===== src/hdl/lcs_length_and_traceback_assert.svh =====
// Assertion macros shared by the LCS block.
`ifndef LCS_LENGTH_AND_TRACEBACK_ASSERT_SVH
`define LCS_LENGTH_AND_TRACEBACK_ASSERT_SVH
// Implication checked on every rising clock edge outside reset.
`define LCS_ASSERT_IMP(label, ante, cons) \
    label: assert property (@(posedge clk) disable iff (!rst_n) (ante) |-> (cons)) \
        else $error("assertion failed");
// Next-cycle implication.
`define LCS_ASSERT_NXT(label, ante, cons) \
    label: assert property (@(posedge clk) disable iff (!rst_n) (ante) |=> (cons)) \
        else $error("assertion failed");
`endif


===== src/hdl/lcs_pkg.sv =====
// ----------------------------------------------------------------------------
// lcs_pkg
// Shared constants and types for the LCS length and traceback block.
// ----------------------------------------------------------------------------
package lcs_pkg;
    localparam int MAX_LEN    = 32;
    localparam int VALUE_BITS = 16;
    localparam int SIDE       = MAX_LEN + 1;
    localparam int CNT_W      = $clog2(MAX_LEN + 1);
    localparam int IDX_W      = $clog2(MAX_LEN);
    localparam int TAB_DEPTH  = SIDE * SIDE;
    localparam int TAB_AW     = $clog2(TAB_DEPTH);
    localparam int SCORE_W    = CNT_W;
    localparam int PAIR_W     = 2 * IDX_W;

    typedef struct packed {
        logic               kind;
        logic [5:0]         common_length;
        logic [4:0]         first_index;
        logic [4:0]         second_index;
        logic               end_of_run;
    } out_item_t;

    typedef struct packed {
        logic [15:0] first_value;
        logic [15:0] second_value;
        logic        last;
    } in_item_t;

    // Datapath commands from the controller.
    typedef enum logic [2:0] {
        CMD_IDLE,
        CMD_LOAD,
        CMD_FILL_RD,
        CMD_FILL_WR,
        CMD_TB_RD,
        CMD_TB_STEP,
        CMD_EMIT
    } cmd_op_t;

    typedef struct packed {
        cmd_op_t op;
    } ctrl_t;

    typedef struct packed {
        logic fill_done;
        logic tb_done;
        logic emit_last;
        logic out_free;
    } stat_t;
endpackage


===== src/hdl/lcs_ctrl.sv =====
// ----------------------------------------------------------------------------
// lcs_ctrl
// Sequencer: load, table fill, traceback and emission.
// ----------------------------------------------------------------------------
`include "lcs_length_and_traceback_assert.svh"
module lcs_ctrl (
    input  logic           clk,
    input  logic           rst_n,
    input  logic           in_valid,
    input  logic           in_last,
    output logic           in_ready,
    output lcs_pkg::ctrl_t ctrl,
    input  lcs_pkg::stat_t stat
);
    import lcs_pkg::*;

    typedef enum logic [2:0] {
        S_LOAD, S_FRD, S_FWR, S_TRD, S_TSTEP, S_HDR, S_PAIRS
    } state_t;

    state_t state_reg, state_next;

    assign in_ready = (state_reg == S_LOAD);

    always_comb
    begin
        state_next = state_reg;
        ctrl.op    = CMD_IDLE;
        unique case (state_reg)
            S_LOAD:
            begin
                if (in_valid)
                begin
                    ctrl.op = CMD_LOAD;
                    if (in_last)
                    begin
                        state_next = S_FRD;
                    end
                end
            end
            S_FRD:
            begin
                ctrl.op    = CMD_FILL_RD;
                state_next = S_FWR;
            end
            S_FWR:
            begin
                ctrl.op    = CMD_FILL_WR;
                state_next = stat.fill_done ? S_TRD : S_FRD;
            end
            S_TRD:
            begin
                ctrl.op    = CMD_TB_RD;
                state_next = stat.tb_done ? S_HDR : S_TSTEP;
            end
            S_TSTEP:
            begin
                ctrl.op    = CMD_TB_STEP;
                state_next = S_TRD;
            end
            S_HDR:
            begin
                if (stat.out_free)
                begin
                    ctrl.op    = CMD_EMIT;
                    state_next = S_PAIRS;
                end
            end
            S_PAIRS:
            begin
                if (stat.out_free)
                begin
                    if (stat.emit_last)
                    begin
                        state_next = S_LOAD;
                    end
                    else
                    begin
                        ctrl.op = CMD_EMIT;
                    end
                end
            end
            default:
            begin
                state_next = S_LOAD;
            end
        endcase
    end

    always_ff @(posedge clk or negedge rst_n)
    begin
        if (!rst_n)
        begin
            state_reg <= S_LOAD;
        end
        else
        begin
            state_reg <= state_next;
        end
    end

    `LCS_ASSERT_IMP(a_ready_only_load, in_ready, state_reg == S_LOAD)
    `LCS_ASSERT_NXT(a_last_starts_fill, in_valid && in_ready && in_last, state_reg == S_FRD)
    `LCS_ASSERT_NXT(a_fill_alternates, state_reg == S_FRD, state_reg == S_FWR)
endmodule


===== config.mk =====
export PLATFORM = sky130hd
export DESIGN_NAME = lcs_ctrl
export DESIGN_NICKNAME = d
export VERILOG_FILES = /design/src/hdl/lcs_pkg.sv /design/src/hdl/lcs_ctrl.sv
export VERILOG_INCLUDE_DIRS = /design/src /design/src/hdl
export SDC_FILE = /design/constraint.sdc
export NUM_CORES = 1
export LEC_CHECK = 0
export BUFFER_PORTS_ARGS = -buffer_cell sky130_fd_sc_hd__buf_2
export CAP_MARGIN = 20
export CELL_PAD_IN_SITES_DETAIL_PLACEMENT = 0
export CELL_PAD_IN_SITES_GLOBAL_PLACEMENT = 1
export CORE_AREA = 2 2 39 41
export CTS_BUF_LIST = sky130_fd_sc_hd__clkbuf_16
export DETAILED_ROUTE_END_ITERATION = 10
export DIE_AREA = 0 0 41 43
export PLACE_DENSITY_LB_ADDON = 0.1
export REMOVE_ABC_BUFFERS = 1
export SYNTH_ARGS = -nofsm -noshare
export SYNTH_HDL_FRONTEND = slang
export SYNTH_SLANG_ARGS = --single-unit
export TNS_END_PERCENT = 30

===== constraint.sdc =====
create_clock -name clk -period 2.5 [get_ports clk]
set_input_delay 0.375 -clock clk [delete_from_list [all_inputs] [get_ports clk]]
set_output_delay 0.375 -clock clk [all_outputs]
set_load 0.02 [all_outputs]

Yosys cells after proc, flatten, opt, wreduce, memory -nomap -nowiden:

Cells that the tools add are included.

* bits in latches: 0
* register bits after elaboration: 3
* ROM bits: 0
* RAM bits: 0
* output and inout bits: 4
* bits of input ports: 8
* memories: 0

* order comparisons: 0
* $add $sub $neg: 0
* reductions and logical operators: 2
* shifts and indexed selects: 0
* multiplexer cells: 13
* $mul: 0
* divide/modulo/power cells: 0
* bitwise logic cells: 0
* equality and inequality tests: 11

Operators with widths (number)
* 3-bit one-hot mux with 7 select lines: 2
* 3-bit two-way mux: 8
* 2-bit inequality test, second input constant: 5
* 3-bit == test, second input constant: 3
* 3-bit by 2-bit == test with 1-bit output, second input constant: 2
* 5-bit AND reduction: 1
* 3-bit by 1-bit == test with 1-bit output, second input constant: 1
* 3-bit logical NOT: 1
* 1-bit two-way mux: 2
* 2-bit two-way mux: 1

Logic depth before layout (Yosys ltp):

Gate-level depths: netlist of run 1.

* depth after elaboration: 3
* gate-level depth with buffers: 4

Least setup slack after synthesis of run 1:

No wires, ideal clock.

* kind: register to output
* from: register state_reg[1]
* to: output ctrl[2] (netlist name)
* cell stages (with the launch flop): 5
* path slack: 1070 ps
* buffers on the path: 1
* arrival time: 1055 ps
* required time: 2125 ps
* cells stage by stage: dfrtp_1 -> buf_6 -> nor2_1 -> a21oi_1 -> mux2i_1

RTL lines
* start, declared: line lcs_ctrl.sv:21 `state_t state_reg, state_next;`
* start signal, assigned: line lcs_ctrl.sv:98 `state_reg <= state_next;`
* end, declared: line lcs_ctrl.sv:12 `output lcs_pkg::ctrl_t ctrl,`

==> results_dict.tcl, run 1 <==
set metrics [dict create \
    grt_pass1_wl_microns 917 \
    initialDrtViolationCount 3 \
    ys.flop_type "dfrtp_1" \
    synthTopCellsByArea "dfrtp_1 29%, a21oi_1 9.6%, buf_6 8.7%" \
    core_area_sq_um 1384 \
    synth.cell_area_sq_um 260.3 \
    synth-adder-area-share_pct 0 \
    grt_pass1_vias 219 \
    synth-compound-area-share_pct 34.62 \
    crit_start "state_reg[1]" \
    reg2reg_depth 3 \
    clkLatencyLatePin_ps 230 \
    initial_core_util_pct 18.81 \
    h-tree-depth 1 \
    grt.total_usage_pct 8.726 \
    post_cts_resize_count 0 \
    hold_class "in2async" \
    yosysSeqAreaShare_pct 28.85 \
    wire_per_inst_microns 10.15 \
    synth_cell_types 18 \
    synth-simple-area-share_pct 15.87 \
    num_rows 14 \
    fin_nets 55 \
    drive_gt1_share_pct 32.61 \
    first_pass_iters 4 \
    worst-path-max-fanout 16 \
    async_flop_share_pct 100.0 \
    num_vias 274 \
    synth_warnings 0 \
    final.period_utilization_pct 72.43 \
    drc 0 \
    cp.arrival_ps 1440 \
    antenna_cells 0 \
    cts_tree "built" \
    synth_xor_area_share_pct 3.365 \
    switchingPower_mw 0.2695 \
    finalHoldViolCount 0 \
    p_leak_nw 0.1874 \
    cap_violations 0 \
    synth_top_family_by_area "compound AO/OA/AOI/OAI gates" \
    synth_edf_count 0 \
    synth_seq_cells 3 \
    syn2layout_area_growth_pct 52.40 \
    cts.sinks 3 \
    yosysMostFrequentCell "a21oi_1" \
    synth_area_leader_cell "dfrtp_1" \
    grt_setup_unrepaired "false" \
    ios 12 \
    seq_power_share_pct 25.0 \
    ant_nets 0 \
    clk_pin_slew_ps 30 \
    comb_power_share_pct 37.5 \
    die-area_sq_um 1763 \
    switching_share_pct 40.37 \
    max_freq_mhz 552.2 \
    synth_top_cell_area_share_pct 28.85 \
    overflow 0 \
    antenna_found_initial 0 \
    outcome "finished, final reports clean" \
    critPathKind "reg2out" \
    p_clk_share_pct 37.5 \
    timing.rr.start "state_reg[1]" \
    dieHeight_microns 43 \
    synth_cells 33 \
    power_mw 0.6677 \
    nFillCells 158 \
    fin_crit_ps 1811 \
    synthTopCellsByCount "5 x a21oi_1, 3 x dfrtp_1, 3 x nand2_1, 3 x o21ai_0" \
    cts_max_path_buffers 2 \
    largest_reg_flops 3 \
    p_int_mw 0.3982 \
    crit_path_start_kind "flop" \
    die_w_microns 41 \
    crit_path_end_kind "output port" \
    wl_microns 629 \
    peakVddDrop_mv 0.2855 \
    power_density_nw_per_um2 1683 \
    worstMarginPinSlew_ps 487.3 \
    gp_congestion 0.6500 \
    fin_skew_ps 3.155 \
    setup_viol 0 \
    io_buffers 11 \
    viasPerCell 4.419 \
    drv_slew 0 \
    max-slew-margin-rel_pct 67.51 \
    synth_mux_area_share_pct 3.846 \
    setup-tns-final_ps 0 \
    syn_avg_cell_area_sq_um 7.886 \
    cts_root_buffer "clkbuf_16" \
    grt_max_degree 17 \
    cts_inserted_buffers 3 \
    required_ps 2120 \
]
[cell type report]
class	count	area [sq um]	area share, %
tap	16	20.02	5.047
clock inverter	1	3.754	0.9464
timing repair buffer	12	65.06	16.40
inverter	2	7.507	1.893
multi-input combinational	25	150.1	37.85
sequential	3	75.07	18.93
clock buffer	3	75.07	18.93
[power by group through the flow]
stage	Sequential, mW	Combinational (mW)	Clock [mW]
4_1_cts	0.170	0.255	0.256
6_report	0.167	0.250	0.250
3_3_place_gp	0.168	0.254	0
5_1_grt	0.178	0.285	0.260
2_1_floorplan	0.145	0.190	0
3_5_place_dp	0.170	0.252	0
[cell usage in the layout, fill, tap and decap left out, types with 2 or more instances in the layout]
master,count
nand3_1,2
a21oi_1,5
dfrtp_1,3
a211oi_1,2
buf_2,11
nor3_1,2
clkbuf_16,3
inv_1,3
o21ai_0,3
nand2_1,3
[logic make-up (layout without fill, tap and decap cells)]
| family | after synthesis | count (layout) |
|---|---|---|
| muxes | 1 | 1 |
| buffers and inverters | 5 | 18 |
| DFF | 3 | 3 |
| and+or+nand+nor | 9 | 9 |
| xor gates and xnor gates | 1 | 1 |
| AOI/OAI and AO/OA | 14 | 14 |
[layer usage]
metal  vias up  wire, microns  share of wire, %  global-route usage, %
met3         2             35               5.6                  3.141
met2         9            304                48                  10.31
met1       118            276                44                  9.615
li1        145              -                 -                      -
met4         0             12               1.9                  12.00
met5         -              0                 0                      0
[worst max-delay path: stages, from the launching register on]
cell and delay, ps:
dfrtp_1 630, o21ai_0 160, a21oi_1 170, mux2i_1 80, buf_2 170
[through the flow]
stage                     hold WS [ps]  util [%]  cell area [sq um]  cells  setup slack (ps)
after floorplan                  79.41         -              232.7     30              1013
after global placement           168.5     22.24              307.8     57             922.6
after detailed placement         171.7     22.24              307.8     57             906.1
after CTS                        470.0     28.66              396.6     62             673.8
after global routing             495.0     28.66              396.6     62             574.5
final                            472.2     28.66              396.6     62             689.1
[worst paths after layout]
check / end / slack, ps
min in group clk: state_reg[2] / 510
worst max-delay path: ctrl[2] / 690
max in group asynchronous: state_reg[1] / 1920
worst max register to register: state_reg[1] / 1340
worst min register to register: state_reg[2] / 730
worst min-delay path: state_reg[0] / 470
[what timing repair did]
item	4_1_cts	5_1_grt
hold buffers	1	0
endpoints found under the hold margin	3	0
buffers inserted	0	0
No activity file was read; power rests on OpenSTA's default activity.
==> inputs of run 2 (changes only) <==
ABC_AREA = 1   (was default)
clock period = 1.9 ns   (was 2.5 ns; I/O delays follow)
==> results_dict.tcl, run 2 <==
set metrics [dict create \
    outcome "finished, final reports clean" \
    reg2reg_to "state_reg[1]" \
    setup_viol 0 \
    synthTopCellsByCount "17 x nand2_1, 5 x nand3_1, 4 x inv_2" \
    crit_chain "nand2_1 > inv_2 > nand2_2 > nand2_1 > nand2_1 > o211ai_1 > buf_2" \
    drv_slew 0 \
    synth_edf_count 0 \
    h-tree-depth 1 \
    place_area_sq_um 375.4 \
    post_cts_resize_count 0 \
    first_pass_iters 4 \
    grt_setup_unrepaired "false" \
    wire_per_inst_microns 9.625 \
    synth_cells 50 \
    syn_avg_cell_area_sq_um 6.456 \
    crit_start "state_reg[1]" \
    peakVddDrop_mv 1.067 \
    ios 12 \
    crit_end "ctrl[2]" \
    cts.sinks 3 \
    yosysSeqAreaShare_pct 23.26 \
    nFillCells 147 \
    power_density_nw_per_um2 2054 \
    io_buffers 11 \
    synth_top_cell_area_share_pct 23.26 \
    comb_power_share_pct 48.5 \
    place_hpwl_microns 596.6 \
    synth_area_leader_cell "dfrtp_1" \
    top_layer "met3" \
    worstMarginPinSlew_ps 297.8 \
    num_vias 336 \
    reg2reg_depth 6 \
    fin_crit_ps 1615 \
    drive_gt1_share_pct 39.06 \
    cp_slowest_cell "dfrtp_1" \
    cap_violations 0 \
    regToRegSetupSlack_ps 760 \
    cts_root_buffer "clkbuf_16" \
    synth_warnings 0 \
    fin_util_pct 33.54 \
    p_int_mw 0.5301 \
    core_area_sq_um 1384 \
    synth_cell_types 18 \
    multi_input_area_sq_um 196.4 \
    dp_cells 75 \
    p_clk_share_pct 34.3 \
    die_w_microns 41 \
    cts_setup_buffers 0 \
    gp_congestion 0.6285 \
    p_leak_nw 0.2723 \
    fin_nets 73 \
    max-slew-margin-rel_pct 80.15 \
    layout_common_cells "17 x nand2_1, 11 x buf_2, 5 x nand3_1" \
    max_freq_mhz 619.3 \
    clkLatencyLatePin_ps 220 \
    synth_seq_cells 3 \
    cts_max_path_buffers 2 \
    regArea_sq_um 75.07 \
    power_mw 0.9533 \
    grt_max_degree 10 \
    finalHoldViolCount 0 \
    cp_common_cell "nand2_1" \
    cp.arrival_ps 1330 \
    met1_length_microns 347 \
    grt_pass1_vias 296 \
    setup-tns-final_ps 0 \
    dieHeight_microns 43 \
    fin_skew_ps 0.6038 \
    hold_class "in2async" \
    synth.cell_area_sq_um 322.8 \
    max_stage_delay_ps 500 \
    final_common_cell "nand2_1" \
    largest_reg_flops 3 \
    timing.rr.start "state_reg[0]" \
    crit_path_start_kind "flop" \
    worst-path-max-fanout 8 \
    required_ps 1620 \
    cts-hold-fix-buffers 1 \
    cts_tree "built" \
    wl_met2_microns 398 \
    die-area_sq_um 1763 \
    cts_inserted_buffers 3 \
    initial_core_util_pct 23.33 \
    initialDrtViolationCount 5 \
    viasPerCell 4.200 \
    grt.total_usage_pct 10.37 \
    seq_power_share_pct 17.2 \
    yosysMostFrequentCell "nand2_1" \
    ant_nets 0 \
    critPathKind "reg2out" \
    final_cell_area_sq_um 464.2 \
    ys.flop_type "dfrtp_1" \
    met3_length_microns 24 \
    antenna_found_initial 0 \
    overflow 0 \
    switchingPower_mw 0.4232 \
    synthTopCellsByArea "dfrtp_1 23%, nand2_1 20%, nand3_1 7.8%" \
    crit_path_end_kind "output port" \
    grt_pass1_wl_microns 1200 \
    drc 0 \
    clk_pin_slew_ps 30 \
    final.period_utilization_pct 84.98 \
    final_cells 80 \
    wl_microns 770 \
    syn2layout_area_growth_pct 43.80 \
    async_flop_share_pct 100.0 \
    num_rows 14 \
    switching_share_pct 44.39 \
    antenna_cells 0 \
]
## run 2: cell count changes after synthesis, moves of 2 or more
| cell | previous run | this run |
|---|---|---|
| inv_2 | 0 | 4 |
| nand3_2 | 0 | 2 |
| nor2_1 | 1 | 3 |
| nor3_1 | 2 | 0 |
| nand2_1 | 3 | 17 |
| a211oi_1 | 2 | 0 |
| nand3_1 | 2 | 5 |
| a21oi_1 | 5 | 0 |
## run 2: final cells by class
class	instances	share of cell area (%)
Multi-Input combinational cell	38	42.32
Tap cell	16	4.313
Timing Repair Buffer	12	14.02
Clock inverter	1	0.8086
Clock buffer	3	16.17
Sequential cell	3	16.17
Inverter	7	6.199
## run 2: power by group through the flow
| stage | logic, mW | clock network, mW | registers [mW] |
|---|---|---|---|
| 2_1_floorplan | 0.351 | 0 | 0.149 |
| 3_3_place_gp | 0.478 | 0 | 0.164 |
| 3_5_place_dp | 0.470 | 0 | 0.165 |
| 4_1_cts | 0.473 | 0.336 | 0.164 |
| 5_1_grt | 0.529 | 0.342 | 0.172 |
| 6_report | 0.462 | 0.327 | 0.164 |
## run 2: worst min-delay path by stage
| stage | slack [ps] | end | start |
|---|---|---|---|
| finish | 390 | state_reg[0] | rst_n |
| global route | 400 | state_reg[0] | rst_n |
| CTS | 380 | state_reg[0] | rst_n |
| detailed placement | 80 | state_reg[0] | rst_n |
| global placement | 80 | state_reg[0] | rst_n |
| floorplan | -10 | state_reg[0] | rst_n |
## run 2: cell families after synthesis
| logic type | Yosys count | share of synthesized area (%) |
|---|---|---|
| AOI/OAI and AO/OA | 6 | 10.85 |
| DFF | 3 | 23.26 |
| buffers and inverters | 9 | 15.89 |
| and+or+nand+nor | 32 | 50.00 |
## run 2: worst max-delay path: cells and delay by family (launching register included)
kind,cells,cell delay [ps]
AO/OA/AOI/OAI,1,70
buffers and inverters,2,250
flip-flops,1,500
AND/OR/NAND/NOR,4,290
## run 2: metrics by stage
step | hold WS, ps | worst slack [ps]
finish | 387.0 | 285.3
global route | 402.7 | 168.4
CTS | 383.2 | 263.1
detailed placement | 81.27 | 503.0
global placement | 83.02 | 502.8
floorplan | -10.59 | 469.9
## run 2: per-layer routing
layer,vias up,global-route usage [%]
met1,144,12.66
met3,0,1.571
li1,185,-
met2,7,16.25
met5,-,0
met4,0,6.000
==> inputs of run 3 (changes only) <==
clock period = 1.5 ns   (was 1.9 ns; I/O delays follow)
==> results_dict.tcl, run 3 (same netlist as run 2, synthesis figures left out) <==
set metrics [dict create \
    outcome "finished, final reports clean" \
    num_vias 356 \
    cts_max_path_buffers 2 \
    critPathKind "reg2out" \
    max_stage_delay_ps 460 \
    grt_pass1_wl_microns 1255 \
    hold_class "in2async" \
    die_w_microns 41 \
    viasPerCell 4.289 \
    fin_nets 76 \
    gp_congestion 0.6458 \
    finalHoldViolCount 0 \
    die-area_sq_um 1763 \
    fin_crit_ps 1482 \
    num_rows 14 \
    final.period_utilization_pct 98.79 \
    switchingPower_mw 0.5610 \
    io_buffers 11 \
    power_mw 1.291 \
    grt_setup_unrepaired "true" \
    power_density_nw_per_um2 2542 \
    drive_gt1_share_pct 53.73 \
    required_ps 1270 \
    drv_slew 0 \
    place_hpwl_microns 591.1 \
    fin_util_pct 36.71 \
    grt_pass1_vias 325 \
    crit_path_start_kind "flop" \
    crit_chain "nor2_2 > nand2_2 > nand2_2 > nand2_2 > o211ai_1 > buf_4" \
    dieHeight_microns 43 \
    h-tree-depth 1 \
    initialDrtViolationCount 1 \
    initial_core_util_pct 23.33 \
    wl_microns 779 \
    comb_power_share_pct 50.5 \
    cp_num_buf_inv 1 \
    cts_tree "built" \
    use_met2_pct 15.94 \
    syn2layout_area_growth_pct 57.36 \
    grt_use_met1_pct 12.94 \
    core_area_sq_um 1384 \
    path_delay_family "flip-flops" \
    antenna_found_initial 0 \
    seq_power_share_pct 17.1 \
    first_pass_iters 2 \
    place_area_sq_um 375.4 \
    antenna_cells 0 \
    p_leak_nw 0.2845 \
    gr-max-usage-layer "met2" \
    grt_max_degree 9 \
    cp_common_cell "nand2_2" \
    clk_pin_slew_ps 30 \
    ant_nets 0 \
    cts_root_buffer "clkbuf_16" \
    cts.sinks 3 \
    cts_inserted_buffers 3 \
    max-slew-margin-rel_pct 87.84 \
    ios 12 \
    cp.arrival_ps 1260 \
    worst-path-max-fanout 8 \
    clkLatencyLatePin_ps 220 \
    largest_reg_flops 3 \
    cp_slowest_cell "dfrtp_2" \
    final_cell_area_sq_um 508.0 \
    final_common_cell "nand2_1" \
    crit_path_end_kind "output port" \
    drc 0 \
    p_clk_share_pct 32.4 \
    met3_usage_pct 1.571 \
    overflow 0 \
    layout_common_cells "14 x nand2_1, 10 x buf_2" \
    fin_skew_ps 0.2578 \
    peakVddDrop_mv 1.094 \
    grt.total_usage_pct 10.66 \
    setup_viol 0 \
    max_freq_mhz 674.8 \
    cap_violations 0 \
    wire_per_inst_microns 9.386 \
    worstMarginPinSlew_ps 182.4 \
    switching_share_pct 43.44 \
    p_int_mw 0.7304 \
]
-- run 3: area by class of cell --
type | instances | area, sq um
clock buffer | 3 | 75.07
clock inverter | 1 | 3.754
fill | 154 | 875.8
inverter | 7 | 28.78
multi-input combinational | 38 | 211.5
sequential | 3 | 78.83
tap | 16 | 20.02
timing repair buffer | 15 | 90.09
-- run 3: routing by layer --
metal  part of all wire [%]  vias to the layer above
met5                      0                        -
li1                       -                      195
met4                      0                        0
met1                     45                      154
met2                     51                        7
met3                    3.7                        0
-- run 3: worst reg2reg max path, cell delays in order (launching register included) --
cell	delay (ps)
dfrtp_2	460
inv_2	100
nand2_4	60
nand2_1	80
nor2_1	40
nor2_1	160
nand2_1	70
nand2_1	70
-- run 3: per-stage QoR --
| step | cells | hold WS (ps) | worst slack (ps) | setup TNS (ps) |
|---|---|---|---|---|
| final | 83 | 323.4 | 18.17 | 0 |
| after global routing | 83 | 348.0 | -64.93 | -127.6 |
| after CTS | 82 | 318.3 | 3.962 | 0 |
| after detailed placement | 75 | 21.77 | 136.7 | 0 |
| after global placement | 75 | 22.47 | 132.8 | 0 |
| after floorplan | 48 | -70.59 | 129.9 | 0 |
-- run 3: worst paths after layout --
| kind | end | slack, ps | from | cells after the start |
|---|---|---|---|---|
| max | ctrl[2] | 20 | state_reg[0] | 6 |
| min | state_reg[1] | 320 | rst_n | 2 |
| max reg2reg | state_reg[0] | 400 | state_reg[0] | 7 |
| min reg2reg | state_reg[1] | 620 | state_reg[1] | 2 |
| max in group asynchronous | state_reg[2] | 1060 | rst_n | 2 |
| min in group clk | state_reg[1] | 340 | stat[3] | 5 |
-- run 3: repair_timing --
item / 4_1_cts / 5_1_grt
hold endpoints to repair: 3 / 0
resized for setup: 6 / 3
endpoints found under the setup margin: 2 / 3
hold buffers: 1 / 0
setup buffers: 2 / 1
gates cloned: 0 / 0
pin swaps: 0 / 4
-- run 3: power by group through the flow --
stage,Clock (mW),Sequential [mW],Combinational [mW]
2_1_floorplan,0,0.189,0.444
3_3_place_gp,0,0.217,0.595
3_5_place_dp,0,0.212,0.587
4_1_cts,0.430,0.222,0.652
5_1_grt,0.433,0.231,0.733
6_report,0.418,0.221,0.652
